File: config.mk
export PLATFORM = sky130hd
export DESIGN_NAME = ffha_ctrl
export DESIGN_NICKNAME = d
export VERILOG_FILES = /design/src/rtl/core/ffha_pkg.sv /design/src/rtl/core/ffha_ctrl.sv
export SDC_FILE = /design/constraint.sdc
export NUM_CORES = 1
export LEC_CHECK = 0
export ABC_AREA = 1
export ABC_CLOCK_PERIOD_IN_PS = 1400
export BUFFER_PORTS_ARGS = -buffer_cell sky130_fd_sc_hd__buf_2
export CAP_MARGIN = 5
export CORE_AREA = 2 2 39 41
export CTS_CLUSTER_SIZE = 25
export DETAILED_ROUTE_END_ITERATION = 7
export DIE_AREA = 0 0 41 43
export PLACE_DENSITY = 0.78
export SLEW_MARGIN = 20
export SYNTH_ARGS = -nofsm -noshare
export SYNTH_HDL_FRONTEND = slang
export SYNTH_SLANG_ARGS = --single-unit
File: constraint.sdc
create_clock -name clk_i -period 1.4 [get_ports clk_i]
set_input_delay 0.07 -clock clk_i [delete_from_list [all_inputs] [get_ports clk_i]]
set_output_delay 0.07 -clock clk_i [all_outputs]
set_load 0.005 [all_outputs]
File: src/rtl/core/ffha_pkg.sv
// Shared types and constants for the first-fit heap allocator core.
// No dependencies; used by ffha_ctrl, ffha_dp and first_fit_heap_allocator_core.
package ffha_pkg;

  localparam int unsigned ArenaBytes  = 4096;
  localparam int unsigned HeaderBytes = 17;
  localparam int unsigned MinCapacity = 24;

  localparam int unsigned AddrW = $clog2(ArenaBytes);
  localparam int unsigned CapW  = AddrW + 1;
  localparam int unsigned NextW = AddrW + 2;
  localparam int unsigned ReqW  = 13;
  localparam int unsigned OffW  = 12;

  localparam logic CmdAlloc = 1'b0;
  localparam logic CmdFree  = 1'b1;

  typedef struct packed {
    logic            hdr;
    logic            free;
    logic [CapW-1:0] cap;
  } hdr_entry_t;

  typedef enum logic [3:0] {
    ST_CLEAR,
    ST_IDLE,
    ST_RD_CUR,
    ST_LD_CUR,
    ST_MRG_RD,
    ST_MRG_CHK,
    ST_WB,
    ST_DECIDE,
    ST_SPLIT,
    ST_RESP
  } state_e;

  typedef struct packed {
    logic clr_wr;
    logic ld_req;
    logic rd_cur;
    logic ld_cur;
    logic rd_next;
    logic absorb;
    logic wr_cur;
    logic wr_alloc;
    logic wr_split;
    logic advance;
    logic set_ok;
    logic set_fail;
    logic emit;
  } ctrl_cmd_t;

  typedef struct packed {
    logic clr_last;
    logic bad_free;
    logic is_free_cmd;
    logic rd_hdr;
    logic rd_free;
    logic cur_free;
    logic next_in;
    logic fit;
    logic split;
    logic out_busy;
  } dp_status_t;

endpackage

File: src/rtl/core/ffha_ctrl.sv
// Controller state machine of the heap allocator: sequences clear, walk, merge and split.
// Depends on ffha_pkg; drives ffha_dp through ctrl_cmd_t and reads dp_status_t.
module ffha_ctrl (
  input  logic               clk_i,
  input  logic               rst_ni,
  input  logic               in_valid_i,
  output logic               in_ready_o,
  input  ffha_pkg::dp_status_t status_i,
  output ffha_pkg::ctrl_cmd_t  cmd_o
);

  ffha_pkg::state_e state_q, state_d;
  logic accept;

  assign in_ready_o = (state_q == ffha_pkg::ST_IDLE);
  assign accept     = in_valid_i && in_ready_o;

  always_ff @(posedge clk_i or negedge rst_ni) begin
    if (!rst_ni) begin
      state_q <= ffha_pkg::ST_CLEAR;
    end else begin
      state_q <= state_d;
    end
  end

  always_comb begin
    state_d = state_q;
    unique case (state_q)
      ffha_pkg::ST_CLEAR: begin
        if (status_i.clr_last) state_d = ffha_pkg::ST_IDLE;
      end
      ffha_pkg::ST_IDLE: begin
        if (accept) begin
          state_d = status_i.bad_free ? ffha_pkg::ST_RESP : ffha_pkg::ST_RD_CUR;
        end
      end
      ffha_pkg::ST_RD_CUR: state_d = ffha_pkg::ST_LD_CUR;
      ffha_pkg::ST_LD_CUR: begin
        state_d = status_i.rd_hdr ? ffha_pkg::ST_MRG_RD : ffha_pkg::ST_RESP;
      end
      ffha_pkg::ST_MRG_RD: begin
        state_d = (status_i.cur_free && status_i.next_in) ? ffha_pkg::ST_MRG_CHK
                                                          : ffha_pkg::ST_WB;
      end
      ffha_pkg::ST_MRG_CHK: begin
        state_d = (status_i.rd_hdr && status_i.rd_free) ? ffha_pkg::ST_MRG_RD
                                                        : ffha_pkg::ST_WB;
      end
      ffha_pkg::ST_WB: begin
        state_d = status_i.is_free_cmd ? ffha_pkg::ST_RESP : ffha_pkg::ST_DECIDE;
      end
      ffha_pkg::ST_DECIDE: begin
        if (status_i.cur_free && status_i.fit) begin
          state_d = status_i.split ? ffha_pkg::ST_SPLIT : ffha_pkg::ST_RESP;
        end else if (status_i.next_in) begin
          state_d = ffha_pkg::ST_RD_CUR;
        end else begin
          state_d = ffha_pkg::ST_RESP;
        end
      end
      ffha_pkg::ST_SPLIT: state_d = ffha_pkg::ST_RESP;
      ffha_pkg::ST_RESP: begin
        if (!status_i.out_busy) state_d = ffha_pkg::ST_IDLE;
      end
      default: state_d = ffha_pkg::ST_CLEAR;
    endcase
  end

  always_comb begin
    cmd_o = '0;
    unique case (state_q)
      ffha_pkg::ST_CLEAR: cmd_o.clr_wr = 1'b1;
      ffha_pkg::ST_IDLE: begin
        cmd_o.ld_req   = accept;
        cmd_o.set_fail = accept && status_i.bad_free;
      end
      ffha_pkg::ST_RD_CUR: cmd_o.rd_cur = 1'b1;
      ffha_pkg::ST_LD_CUR: begin
        cmd_o.ld_cur   = status_i.rd_hdr;
        cmd_o.set_fail = !status_i.rd_hdr;
      end
      ffha_pkg::ST_MRG_RD: cmd_o.rd_next = status_i.cur_free && status_i.next_in;
      ffha_pkg::ST_MRG_CHK: cmd_o.absorb = status_i.rd_hdr && status_i.rd_free;
      ffha_pkg::ST_WB: begin
        cmd_o.wr_cur = 1'b1;
        cmd_o.set_ok = status_i.is_free_cmd;
      end
      ffha_pkg::ST_DECIDE: begin
        if (status_i.cur_free && status_i.fit) begin
          cmd_o.wr_alloc = 1'b1;
          cmd_o.set_ok   = !status_i.split;
        end else if (status_i.next_in) begin
          cmd_o.advance = 1'b1;
        end else begin
          cmd_o.set_fail = 1'b1;
        end
      end
      ffha_pkg::ST_SPLIT: begin
        cmd_o.wr_split = 1'b1;
        cmd_o.set_ok   = 1'b1;
      end
      ffha_pkg::ST_RESP: cmd_o.emit = !status_i.out_busy;
      default: cmd_o = '0;
    endcase
  end

  a_clear_once: assert property (@(posedge clk_i) disable iff (!rst_ni)
    (state_q != ffha_pkg::ST_CLEAR) |=> (state_q != ffha_pkg::ST_CLEAR))
    else $error("clearing pass re-entered");

  a_accept_next: assert property (@(posedge clk_i) disable iff (!rst_ni)
    accept |=> (state_q == ffha_pkg::ST_RD_CUR || state_q == ffha_pkg::ST_RESP))
    else $error("accepted transaction did not start a walk or reply");

  a_emit_resp: assert property (@(posedge clk_i) disable iff (!rst_ni)
    cmd_o.emit |=> (state_q == ffha_pkg::ST_IDLE))
    else $error("reply issued without returning to idle");

  a_one_write: assert property (@(posedge clk_i) disable iff (!rst_ni)
    $onehot0({cmd_o.clr_wr, cmd_o.absorb, cmd_o.wr_cur, cmd_o.wr_alloc, cmd_o.wr_split}))
    else $error("more than one header write in a cycle");

endmodule

* After elaboration in Yosys (flattened, before gate mapping)
Cells that the tools add are included.
Word-level totals: register bits after elaboration 4, output and inout bits 14, logic and storage cells 54
Cells by class: equal/unequal tests 12, multiplexer cells 31, reduce and logical (&&, ||, !) cells 10
Operators by type and width (number):
- $pmux W4 S10 | 1
- $mux W4 | 8
- $mux W1 | 18
- $eq A4 B3 Y1 const B | 4
- $eq A4 B2 Y1 const B | 2
- $eq A4 B4 Y1 const B | 2
- $pmux W1 S3 | 2
- $logic_and A1 B1 Y1 | 5
- $eq A4 B1 Y1 const B | 1
- $logic_not A4 Y1 | 1
- $mux W2 | 2
- $ne A2 B2 Y1 const B | 2
- $logic_not A1 Y1 | 3
- $reduce_and A3 Y1 | 1
- $ne A2 B1 Y1 const B | 1

* Logic depth before layout (Yosys ltp)
Gate-level depths: netlist of run 1.
word-level depth 4, depth in mapped cells 8, depth with buffers taken out 8

* Worst setup path after synthesis of run 1
OpenSTA, ideal clock, no wires.
kind flip-flop to flip-flop, start point register state_q[3], end point register state_q[0], library setup time 65 ps, data arrival time 1022 ps, slack 313 ps, cell stages (with the launch flop) 7, buffers on the path 0, period minus slack after synthesis 1087 ps, cells stage by stage dfrtp_1 -> nor2_2 -> nand2_1 -> nor2_1 -> nand3b_1 -> nand2_1 -> nand2_1
On the way: longest elaborated chain between the ends 4, elaborated cells between the ends (all ways) 16, classes of those cells eq/ne: 12; mux: 1; reduce/logical: 3
Ends and longest elaborated chain:
- from (decl) | line ffha_ctrl.sv:12 | ffha_pkg::state_e state_q, state_d;
- from (signal assigned) | line ffha_ctrl.sv:20 | state_q <= ffha_pkg::ST_CLEAR;
- from (signal assigned) | line ffha_ctrl.sv:22 | state_q <= state_d;
- $eq A4 B1 Y1 | line ffha_ctrl.sv:15, ffha_ctrl.sv:28
- $logic_and A1 B1 Y1 | line ffha_ctrl.sv:16 | assign accept = in_valid_i && in_ready_o;
- $ne A2 B1 Y1 (no line)
- $reduce_and A3 Y1 (no line)
Parallel ways exist; a longest one is shown, timed or not. A chain may end at the register's enable or synchronous reset.

==> results.md, run 1 <==
* Clk sinks at 4
* Worst-Margin Slew at between 200 and 300 ps
* # port buffers at 26
* Most flop-heavy register: state_q
* Top-count cell post-synth: nand2_1
* Core Region at 0.00138 sq mm
* CTS root buffer: clkbuf_4
* # diodes at 0
* Largest net degree at the start of global routing at 7
* Reg-to-reg startpoint: state_q[0]$_DFFE_PN0P_
* Share of the synthesized area in the top cell type at 21.9%
* Clock Path Buffers at 2
* Max Cap Viol at 0
* Crit. End Element: primary output
* Slew margin rel. at 82.5%
* Total grt overflow at 0
* Top flop regs: state_q: 4 flops
* R2r setup slk at 50 ps
* # rows at 14
* GRT Total Usage at 17.4%
* Number of DRC violations after detailed routing at 0
* Mapped Nets at between 100 and 150
* DRT antenna net count at 0
* Die Wd at a little over 40 um
* Avg Cell Area, Syn at around 5.4 sq um
* First-pass GRT wire length at between 2000 and 2500 um
* Multi-input gate area at 339 sq um
* Netlist cell types at 13
* Vias per cell at ~4.6
* Endpoints failing setup at 0
* Hold path endpoint: state_q[2]$_DFFE_PN0P_
* Tcrit/Tclk final at 98.8%
* Leak at 0.501 nW
* Largest register FFs at 4
* Storage element area at between 100 and 150 sq um
* Final WL at 1460 um
* Max rail drop VDD at 0.811 mV
* Post-DR wirelength/cell at 10.1 um
* Final hold vios at 0
* Layout area overhead at 51.8%
* HP Class: input port to flip-flop
* Most used DFF post-synth: dfrtp_1
* Simple-gate share of the synthesized area at 61.1%
* Number of flops mapped to enable cells by yosys at 0
* Via count at 666
* Synthesized cell area at 498 sq um
* CTS clk-pin slew, worst paths at 40 ps
* R2r endpoint: state_q[0]$_DFFE_PN0P_
* CP max stage cell: dfrtp_2
* Hold path start: status_i[6]
* Post-synth top area cell: nand2_1
* Hold WS at 139 ps
* Synth Register Bits at 4
* Largest family of logic cells by synthesized area: simple AND/OR/NAND/NOR gates
* WP data arrival at 1310 ps
* GP Congestion at 0.867
* First drt pass iteration count at 4
* Post-synth top cells: nand2_1, inv_1, nor2_1, nand3_1
* Unrepaired setup endpoints after global routing: true
* FFs w/ async S/R, synth at between 90% and 100%
* Yosys warns at 0
* CTS Buf Count at 3
* Layout cells sized above 1 at roughly 42%
* XOR/XNOR Fraction of Synth Area at 0%
* Fin worst setup slack at 16.8 ps
* Worst-skew pair later-pin latency at 230 ps
* Min cycle time layout at 1380 ps
* CP peak stage delay at approximately 440 ps
* Synth Area in Compound Gates at 3.02%
* # IOs at 27
* Critical Path RT at 1330 ps
* Critical path launch point type: flip-flop
* Worst hold stages at 3
* FILL cells at around 140
* Initial DRC Count at 28
* Register area share after synthesis at 20.1%
* Initial antenna violation count at 0
* Tot Pwr at 1.34 mW
* CTS H-tree lvls at 1
* HPWL Detailed at 1090 um
* Starting Density at 36.0%
* Die Y at 43 um
* Final Net Count at 143
* Cells after Synth at 93
* Post-synthesis mux area share at 0%
* Final max-slew violation count at 0
* CP max FO at 4
* PD cells at 1770 mW/mm^2
* Clk_skew at 6.20 ps
* Ranking of synthesized cells by area: nand2_1, dfrtp_1, inv_1
* Max Freq at 723 MHz
* Post-Synth Adder-Cell Area at 0%
* Die area at 0.00176 sq mm
* Critical Setup Path Class: flip-flop to primary output
* Vias in the first global route at 583
* Run status: finished clean
* Post-Place Setup Slack at around 140 ps
* Worst Reg2Reg Path Length in Cells at 7
* CTS tree: built
* CP cell instances: nor2_4, nand2_2, nor2_2, inv_1, o211ai_1, buf_2
-- cell usage in the layout (no fill, tap or decap) --
cell type,count
buf_12,1
buf_2,26
buf_4,4
clkbuf_4,3
dfrtp_2,4
dlygate4sd3_1,1
inv_1,17
inv_2,4
nand2_1,29
nand2_2,2
nand3_1,9
nand3_2,1
nand3b_1,2
nor2_1,12
nor2_2,5
nor2_4,3
nor3_1,1
nor3_2,1
nor3b_1,1
o211ai_1,2
-- stage by stage --
stage / TNS [ps] / cell area [sq um] / util (%) / cells
final: 0 / 756 / 54.6 / 144
after CTS: -1.43 / 739 / 53.4 / 144
after floorplan: 0 / 498 / - / 93
after global routing: -84.2 / 756 / 54.6 / 144
after detailed placement: 0 / 648 / 46.8 / 135
after global placement: 0 / 648 / 46.8 / 135
-- logic make-up (layout without fill, tap and decap cells) --
family	Yosys count	after routing
AO/OA/AOI/OAI	2	2
buffers and inverters	21	56
flip-flops	4	4
AND/OR/NAND/NOR	66	66
-- worst max-delay path by stage --
stage	from	endpoint	slack, ps	cells past startpoint
floorplan	state_q[3]$_DFFE_PN0P_	state_q[0]$_DFFE_PN0P_	310	6
global placement	state_q[3]$_DFFE_PN0P_	state_q[0]$_DFFE_PN0P_	190	8
detailed placement	state_q[3]$_DFFE_PN0P_	state_q[0]$_DFFE_PN0P_	140	6
CTS	state_q[2]$_DFFE_PN0P_	cmd_o[2]	-1	7
global route	state_q[3]$_DFFE_PN0P_	cmd_o[2]	-60	6
finish	state_q[3]$_DFFE_PN0P_	cmd_o[2]	20	6
-- layer usage --
metal | share of wire, % | vias up | global-route usage (%)
met5 | 0 | - | 0
met4 | 0 | 0 | 6.00
met3 | 5.6 | 0 | 1.57
met2 | 52 | 20 | 29.4
met1 | 42 | 296 | 21.7
li1 | - | 350 | -
-- critical path: cells and delay by family, from the launching register on --
| family | cells | cell delay (ps) |
|---|---|---|
| compound gates | 1 | 140 |
| buf+inv | 2 | 180 |
| flops | 1 | 440 |
| simple gates | 3 | 330 |
-- area by class of cell --
cell class	instances	share of cell area [%]
Clock buffer	3	2.98
Inverter	21	10.4
Multi-Input combinational cell	68	44.9
Sequential cell	4	13.9
Tap cell	16	2.65
Timing Repair Buffer	32	25.2
-- timing repair --
action	in CTS	in global routing
setup buffers	5	0
hold endpoints to repair	4	0
gates cloned	0	0
endpoints found under the setup margin	2	7
hold buffers	1	0
resized for setup	6	6
pin swaps	3	2
-- power breakdown --
group,internal (mW),switching (mW),total (mW)
Sequential,0.177,0.0885,0.266
Clock,0.0959,0.0468,0.143
Combinational,0.401,0.529,0.930
Total,0.675,0.664,1.34
(Power assumes the default switching activity.)
==> inputs of run 2 (changes only) <==
--- a/config.mk
+++ b/config.mk
@@ -5,7 +5,7 @@
 export SDC_FILE = /design/constraint.sdc
 export NUM_CORES = 1
 export LEC_CHECK = 0
-export ABC_AREA = 1
+export ABC_AREA = 0
 export ABC_CLOCK_PERIOD_IN_PS = 1400
 export BUFFER_PORTS_ARGS = -buffer_cell sky130_fd_sc_hd__buf_2
 export CAP_MARGIN = 5
@@ -13,8 +13,7 @@
 export CTS_CLUSTER_SIZE = 25
 export DETAILED_ROUTE_END_ITERATION = 7
 export DIE_AREA = 0 0 41 43
-export PLACE_DENSITY = 0.78
-export SLEW_MARGIN = 20
+export PLACE_DENSITY = 0.8
 export SYNTH_ARGS = -nofsm -noshare
 export SYNTH_HDL_FRONTEND = slang
 export SYNTH_SLANG_ARGS = --single-unit
==> results.md, run 2 <==
* Final WL at about 2300 um
* Worst-skew pair later-pin latency at 250 ps
* Unrepaired setup endpoints after global routing: true
* Max Freq at roughly 670 MHz
* CP top delay family: flip-flops
* Max rail drop VDD at 1.34 mV
* Layout area overhead at 89.1%
* Final max-slew violation count at 0
* Worst Reg2Reg Path Length in Cells at 5
* Largest register FFs at 4
* Clk_skew at 6.02 ps
* GP Congestion at 0.901
* Final Net Count at 136
* Tot Pwr at 2.06 mW
* Critical Setup Path Class: flip-flop to flip-flop
* Worst hold stages at 3
* Commonest non-fill, non-tap cells in the layout: buf_2, buf_4, nand2_1, buf_6, nor2_1
* CTS clk-pin slew, worst paths at roughly 50 ps
* CP max stage cell: dfrtp_2
* Cells after Synth at 73
* FFs w/ async S/R, synth at 100%
* Largest net degree at the start of global routing at 13
* Final Core Density at 72.3%
* CP max FO at 6
* Clk sinks at 4
* Clock Path Buffers at 2
* FILL cells at 88
* Final instance area at 0.00100 sq mm
* CTS H-tree lvls at 1
* Tcrit/Tclk final at 107%
* Avg Cell Area, Syn at 7.25 sq um
* Endpoints failing setup at 10
* Vias per cell at 6.00
* Post-DR wirelength/cell at 16.8 um
* Mapped Nets at 86
* Most flop-heavy register: state_q
* Netlist cell types at 32
* Initial DRC Count at 37
* Die area at around 0.0018 sq mm
* CTS root buffer: clkbuf_4
* Violated checks: negative setup slack
* Fin worst setup slack at -96.5 ps
* Critical Path RT at 1530 ps
* # rows at 14
* Via count at 822
* HP Class: input port to flip-flop
* Vias in the first global route at 663
* PD cells at 2060 mW/mm^2
* Synthesized cell area at 529 sq um
* # diodes at 0
* GRT Total Usage at 25.1%
* Starting Density at 38.2%
* DRT antenna net count at 0
* Critical path launch point type: flip-flop
* Share of the synthesized area in the top cell type at 18.9%
* Setup_tns at -434 ps
* Number of flops mapped to enable cells by yosys at 0
* Post-synth top cells: nor3_1, nand2_1, nor2_1, dfrtp_1, inv_1
* First-pass GRT wire length at slightly below 3000 um
* Synth Register Bits at 4
* # IOs at 27
* Core Region at 0.00138 sq mm
* Slew margin rel. at 72.9%
* Total grt overflow at 0
* Most used DFF post-synth: dfrtp_1
* First drt pass iteration count at 4
* Min cycle time layout at around 1500 ps
* HPWL Detailed at 1330 um
* CTS tree: built
* Final hold vios at 0
* # port buffers at 26
* Crit. End Element: flip-flop
* Top-count cell post-synth: nor3_1
* Run status: complete, but fails checks
* WP data arrival at 1620 ps
* CP peak stage delay at 460 ps
* Register area share after synthesis at 18.9%
* Hold path start: status_i[9]
* Placed Area at 718 sq um
* CP startpoint: state_q[2]$_DFFE_PN0P_
* CTS Buf Count at 3
* Layout cells sized above 1 at 64.5%
* Critical path buffers and inverters at 2
* CP cell instances: buf_6, buf_4, nor3_1, a22oi_2, a22o_1
* Initial antenna violation count at 0
* Hold WS at 87.3 ps
* Die Wd at 41 um
* Commonest non-fill, non-tap cell in the layout: buf_2
* Post-synth top area cell: dfrtp_1
* Reg-to-reg startpoint: state_q[2]$_DFFE_PN0P_
* Yosys warns at 0
* R2r setup slk at -100 ps
* Ranking of synthesized cells by area: dfrtp_1, nor3_1, buf_6
* Leak at 0.515 nW
* CP Depth at 5
* Number of DRC violations after detailed routing at 0
* R2r endpoint: state_q[3]$_DFFE_PN0P_
* Die Y at 43 um
* Worst-Margin Slew at around 410 ps
* Worst setup endpoint: state_q[3]$_DFFE_PN0P_
* Top flop regs: state_q: 4 flops
* Max Cap Viol at 0
[run 2: worst min path at each step]
stage                                   endpoint  slack [ps]
after CTS                 state_q[0]$_DFFE_PN0P_         100
after floorplan           state_q[0]$_DFFE_PN0P_        -230
after global placement    state_q[2]$_DFFE_PN0P_        -120
final                     state_q[0]$_DFFE_PN0P_          90
after global routing      state_q[0]$_DFFE_PN0P_         120
after detailed placement  state_q[2]$_DFFE_PN0P_        -120
[run 2: cell type report]
cell class | count | area [sq um] | area share (%)
multi-input combinational | 59 | 464 | 46.4
tap | 16 | 20.0 | 2.00
sequential | 4 | 105 | 10.5
inverter | 4 | 15.0 | 1.50
clock buffer | 3 | 22.5 | 2.25
timing repair buffer | 51 | 374 | 37.4
[run 2: repair_timing]
action                                 4_1_cts  5_1_grt
hold buffers                                 1        0
endpoints found under the hold margin        4        0
gates resized for setup                     12       24
pin swaps                                    4        8
buffers inserted                             7        4
setup endpoints to repair                   15       16
cloned                                       0        1
[run 2: worst min-delay path: stages]
cell and delay (ps):
buf_2 90, inv_1 70, a32oi_1 60
[run 2: logic make-up (layout without fill, tap and decap cells)]
group,after synthesis,after routing,share of synthesized area [%]
compound gates,21,21,30.0
mux,1,1,1.89
flops,4,4,18.9
simple gates,37,37,36.6
buf+inv,10,58,12.5
[run 2: report_power, final]
group | leakage (nW) | internal (mW) | switching, mW
Sequential | 0.0456 | 0.177 | 0.108
Clock | 0.0138 | 0.0971 | 0.0652
Combinational | 0.456 | 0.872 | 0.744
Total | 0.515 | 1.15 | 0.917
[run 2: metal layers]
layer  part of all wire [%]  wire length, um  vias to the layer above  track usage [%]
met3                    8.0              185                        6             2.09
met4                    3.0               68                        0             10.0
met5                      0                0                        -                0
met1                     40              919                      386             32.6
li1                       -                -                      370                -
met2                     49             1130                       60             40.6
[run 2: metrics by stage]
step / std cells / setup WS [ps]
finish: 137 / -96.5
global route: 137 / -149
CTS: 132 / -75.7
detailed placement: 121 / -61.7
global placement: 121 / -68.9
floorplan: 73 / 102
